**src/tcw_pkg.sv**
```systemverilog
// Shared constants, types and command/status structs for the text console writer.
package tcw_pkg;

    localparam int COLUMNS = 80;
    localparam int ROWS    = 24;
    localparam int CELLS   = COLUMNS * ROWS;
    localparam int ADDR_W  = $clog2(CELLS);

    localparam int COL_W  = 7;
    localparam int ROW_W  = 5;
    localparam int IDX_W  = 11;
    localparam int CHAR_W = 8;
    localparam int ATTR_W = 8;
    localparam int CELL_W = 16;

    localparam logic [ATTR_W-1:0] ATTR_RESET = 8'h02;

    localparam logic [CHAR_W-1:0] CH_NEWLINE   = 8'd10;
    localparam logic [CHAR_W-1:0] CH_RETURN    = 8'd13;
    localparam logic [CHAR_W-1:0] CH_BACKSPACE = 8'd8;

    localparam logic FUNC_PUT  = 1'b0;
    localparam logic FUNC_READ = 1'b1;

    typedef logic [ADDR_W-1:0] t_addr;
    typedef logic [COL_W-1:0]  t_col;
    typedef logic [ROW_W-1:0]  t_row;
    typedef logic [CELL_W-1:0] t_cell;
    typedef logic [CHAR_W-1:0] t_char;
    typedef logic [ATTR_W-1:0] t_attr;
    typedef logic [IDX_W-1:0]  t_idx;

    typedef struct packed {
        logic sweep;
        logic accept;
        logic load_read;
        logic load_sweep;
    } t_dp_cmd;

    typedef struct packed {
        logic sweep_last;
        logic out_free;
        logic is_read;
        logic scroll;
    } t_dp_stat;

endpackage

```
**src/tcw_ctrl.sv**
```systemverilog
// Controller state machine: reset clearing pass, request intake, read wait and scroll clear.
module tcw_ctrl (
    input  logic               i_clk,
    input  logic               i_rst_n,
    input  logic               i_req_valid,
    input  tcw_pkg::t_dp_stat  i_stat,
    output logic               o_req_ready,
    output tcw_pkg::t_dp_cmd   o_cmd
);
    import tcw_pkg::*;

    localparam logic [1:0] S_INIT   = 2'd0;
    localparam logic [1:0] S_IDLE   = 2'd1;
    localparam logic [1:0] S_READ   = 2'd2;
    localparam logic [1:0] S_SCROLL = 2'd3;

    logic [1:0] r_state;
    logic [1:0] n_state;
    logic       accept;

    always_comb begin
        o_req_ready = (r_state == S_IDLE) && i_stat.out_free;
        accept      = o_req_ready && i_req_valid;
        o_cmd       = '0;
        n_state     = r_state;
        case (r_state)
            S_INIT: begin
                o_cmd.sweep = 1'b1;
                if (i_stat.sweep_last) begin
                    n_state = S_IDLE;
                end
            end
            S_IDLE: begin
                if (accept) begin
                    o_cmd.accept = 1'b1;
                    if (i_stat.is_read) begin
                        n_state = S_READ;
                    end else if (i_stat.scroll) begin
                        n_state = S_SCROLL;
                    end
                end
            end
            S_READ: begin
                o_cmd.load_read = 1'b1;
                n_state         = S_IDLE;
            end
            S_SCROLL: begin
                o_cmd.sweep = 1'b1;
                if (i_stat.sweep_last) begin
                    o_cmd.load_sweep = 1'b1;
                    n_state          = S_IDLE;
                end
            end
            default: begin
                n_state = S_INIT;
            end
        endcase
    end

    always_ff @(posedge i_clk) begin
        if (!i_rst_n) begin
            r_state <= S_INIT;
        end else begin
            r_state <= n_state;
        end
    end

endmodule

```
**config.mk**
```make
export PLATFORM = sky130hd
export DESIGN_NAME = tcw_ctrl
export DESIGN_NICKNAME = d
export VERILOG_FILES = /design/src/tcw_pkg.sv /design/src/tcw_ctrl.sv
export SDC_FILE = /design/constraint.sdc
export NUM_CORES = 1
export LEC_CHECK = 0
export ABC_CLOCK_PERIOD_IN_PS = 1800
export BUFFER_PORTS_ARGS = -buffer_cell sky130_fd_sc_hd__buf_2
export CAP_MARGIN = 20
export CORE_AREA = 3 3 40 42
export DETAILED_ROUTE_END_ITERATION = 6
export DIE_AREA = 0 0 43 45
export GPL_TIMING_DRIVEN = 0
export MAX_ROUTING_LAYER = met4
export PLACE_DENSITY = 0.37
export SLEW_MARGIN = 20
export SYNTH_ARGS = -nofsm -noshare
export SYNTH_HDL_FRONTEND = slang
export SYNTH_SLANG_ARGS = --single-unit
```
**constraint.sdc**
```tcl
create_clock -name i_clk -period 1.8 [get_ports i_clk]
set_input_delay 0.18 -clock i_clk [delete_from_list [all_inputs] [get_ports i_clk]]
set_output_delay 0.18 -clock i_clk [all_outputs]
set_load 0.02 [all_outputs]
```
==> run_results.csv <==
group,metric,value,unit
route,num_vias,189,
setup_path,r2r_start,"r_state[0]",
timing,rsz0062_at_grt,"false",
clocking,hold_buffers,0,
power_and_ir_drop,peakVddDrop,0.205,mV
clocking,tritoncts,"done",
synth,syn_avg_cell_area,9.31,µm²
synth,ys_types,13,
placed_design,place_area,241,µm²
setup_path,cp-start-kind,"flip-flop",
timing,relSlewSlack,0.854,
global_routing,antenna_found_initial,0,
setup_path,critPathKind,"flip-flop to flip-flop",
route,ant_nets,0,
layout,top_register,"r_state",
route,routed-wl-met2,180,µm
min_path,worstHoldStart,"i_rst_n",
setup_path,r2r_end,"r_state[0]",
floorplan,coreArea,0.00128,mm²
layout,largest_reg_flops,2,
layout,final_layout_size_suffix_gt1_frac,0.500,
clocking,cts_resized,0,
synth,ys_warn_count,0,
run_status,outcome,"finished clean",
timing,skew,2.77,ps
timing,finalSetupViolations,0,
synth,synth-seq-cells,2,
layout,reg_top3,"r_state: 2 flops",
power_and_ir_drop,p_leak,0.144,nW
floorplan,fp.dieH,45,µm
route,routed_via_density,4.02,
route,met1_length,192,µm
route,drcViolationCount,0,
layout,syn2layout_area_growth,57.5,%
placed_design,gp_congestion,0.652,
run,maxCapViolations,0,
setup_path,path_max_fanout,4,
min_path,hold_depth,2,
route,routed_wl,421,µm
synth,seq_area_frac_synth,0.239,
timing,period_needed,1410,ps
global_routing,overflow,0,
floorplan,start_util,0.130,
floorplan,num_rows,13,
setup_path,r2r_slack,390,ps
floorplan,die_w,43,µm
min_path,hold_class,"primary input to flip-flop",
global_routing,grt_pass1_vias,172,
route,wl_met3,48,µm
clocking,worstSkewPairLatency,220,ps
synth,synth_nets,28,
layout,design_area,264,µm²
route,wl_per_cell,8.96,µm
setup_path,endpoint_kind,"flip-flop",
layout,nFillCells,144,
power_and_ir_drop,power.density,789,mW/mm²
clocking,h-tree-depth,1,
timing,report.final.slew_viol_count,0,
route,highest_layer,"met3",
synth,synthCells,18,
layout,final_nets,44,
setup_path,r2r_cells,5,
timing,period_share,0.785,
route,drt_iter0_markers,3,
clocking,cts_root_buf,"clkbuf_4",
global_routing,grt.total_usage,0.0547,
timing,finalSetupTns,0,ps
route,first_pass_iters,4,
timing,worst_pin_slew,217,ps
floorplan,dieArea,0.00194,mm²
placed_design,portBuffers,11,
clocking,post_cts_buffers,0,
clocking,clk_pin_slew,30,ps
global_routing,grt_pass1_wl,717,µm
setup_path,cp.arrival,1530,ps
timing,max_freq,0.708,GHz
synth,synthesis.area,168,µm²
layout,antenna_cells,0,
clocking,cts_num_sinks,2,
clocking,cts_buffer_depth,2,
clocking,numCtsBuffers,3,
timing,timing.hold.ws,215,ps
global_routing,grt_max_degree,6,
min_path,worstHoldEndpoint,"r_state[1]",
timing,hold_violations,0,
setup_path,cp.required,1920,ps
floorplan,io_pins,12,
## synth_stat cells
cell,n,area share
ha_1,3,0.22
and2_1,2,0.075
dfxtp_1,2,0.24
inv_1,2,0.045
a21bo_1,1,0.060
a311oi_1,1,0.052
and3_1,1,0.037
nand2_1,1,0.022
nor2_1,1,0.022
nor2b_2,1,0.052
nor3_1,1,0.030
o211ai_2,1,0.075
o221a_1,1,0.067
## through the flow
stage | utilization | total power, W | cells | setup WS [ps]
floorplan | - | 0.0000917 | 18 | 391
global placement | 0.188 | 0.000111 | 44 | 414
detailed placement | 0.188 | 0.000113 | 44 | 393
CTS | 0.205 | 0.000213 | 47 | 392
global route | 0.205 | 0.000223 | 47 | 281
finish | 0.205 | 0.000208 | 47 | 388
## worst max-delay path, stage by stage, from the launching register on
cell and delay [ps]:
dfxtp_1 340, inv_1 90, ha_1 300, nor2b_2 180, a21bo_1 190, a311oi_1 200
## cell type report
type | instances | area (µm²) | share of cell area
Multi-Input combinational cell | 14 | 120 | 0.455
Timing Repair Buffer | 11 | 55.1 | 0.209
Tap cell | 15 | 18.8 | 0.0711
Sequential cell | 2 | 40.0 | 0.152
Inverter | 2 | 7.51 | 0.0284
Clock buffer | 3 | 22.5 | 0.0853
## cells in the final DEF, fill, tap and decap left out, types with 2 or more instances in the layout
| cell | n |
|---|---|
| ha_1 | 3 |
| and2_1 | 2 |
| buf_2 | 11 |
| inv_1 | 2 |
| dfxtp_1 | 2 |
| clkbuf_4 | 3 |
## worst max-delay path by stage
| stage | slack, ps | from | to |
|---|---|---|---|
| after floorplan | 390 | r_state[0] | r_state[0] |
| after global placement | 410 | r_state[0] | r_state[0] |
| after detailed placement | 390 | r_state[0] | r_state[0] |
| after CTS | 390 | r_state[0] | r_state[0] |
| after global routing | 280 | r_state[0] | r_state[0] |
| final | 390 | r_state[0] | r_state[0] |
## per-layer routing
layer / vias to the layer above / GRT usage
met2: 11 / 0.0689
met3: 0 / 0.0159
li1: 94 / -
met4: 0 / 0.0723
met5: - / -
met1: 84 / 0.0598
## power breakdown
part / switching [W] / internal, W / leakage (nW)
Clock: 0.0000226 / 0.0000733 / 0.0138
Combinational: 0.0000349 / 0.0000246 / 0.114
Sequential: 0.00000369 / 0.0000491 / 0.0165
## logic make-up after synthesis
group / count (synthesis) / share of synthesized area
flip-flops: 2 / 0.239
adder cells (fa/ha/maj): 3 / 0.224
buffers and inverters: 2 / 0.0448
AO/OA/AOI/OAI: 4 / 0.254
AND/OR/NAND/NOR: 7 / 0.239
(Power assumes the default switching activity.)
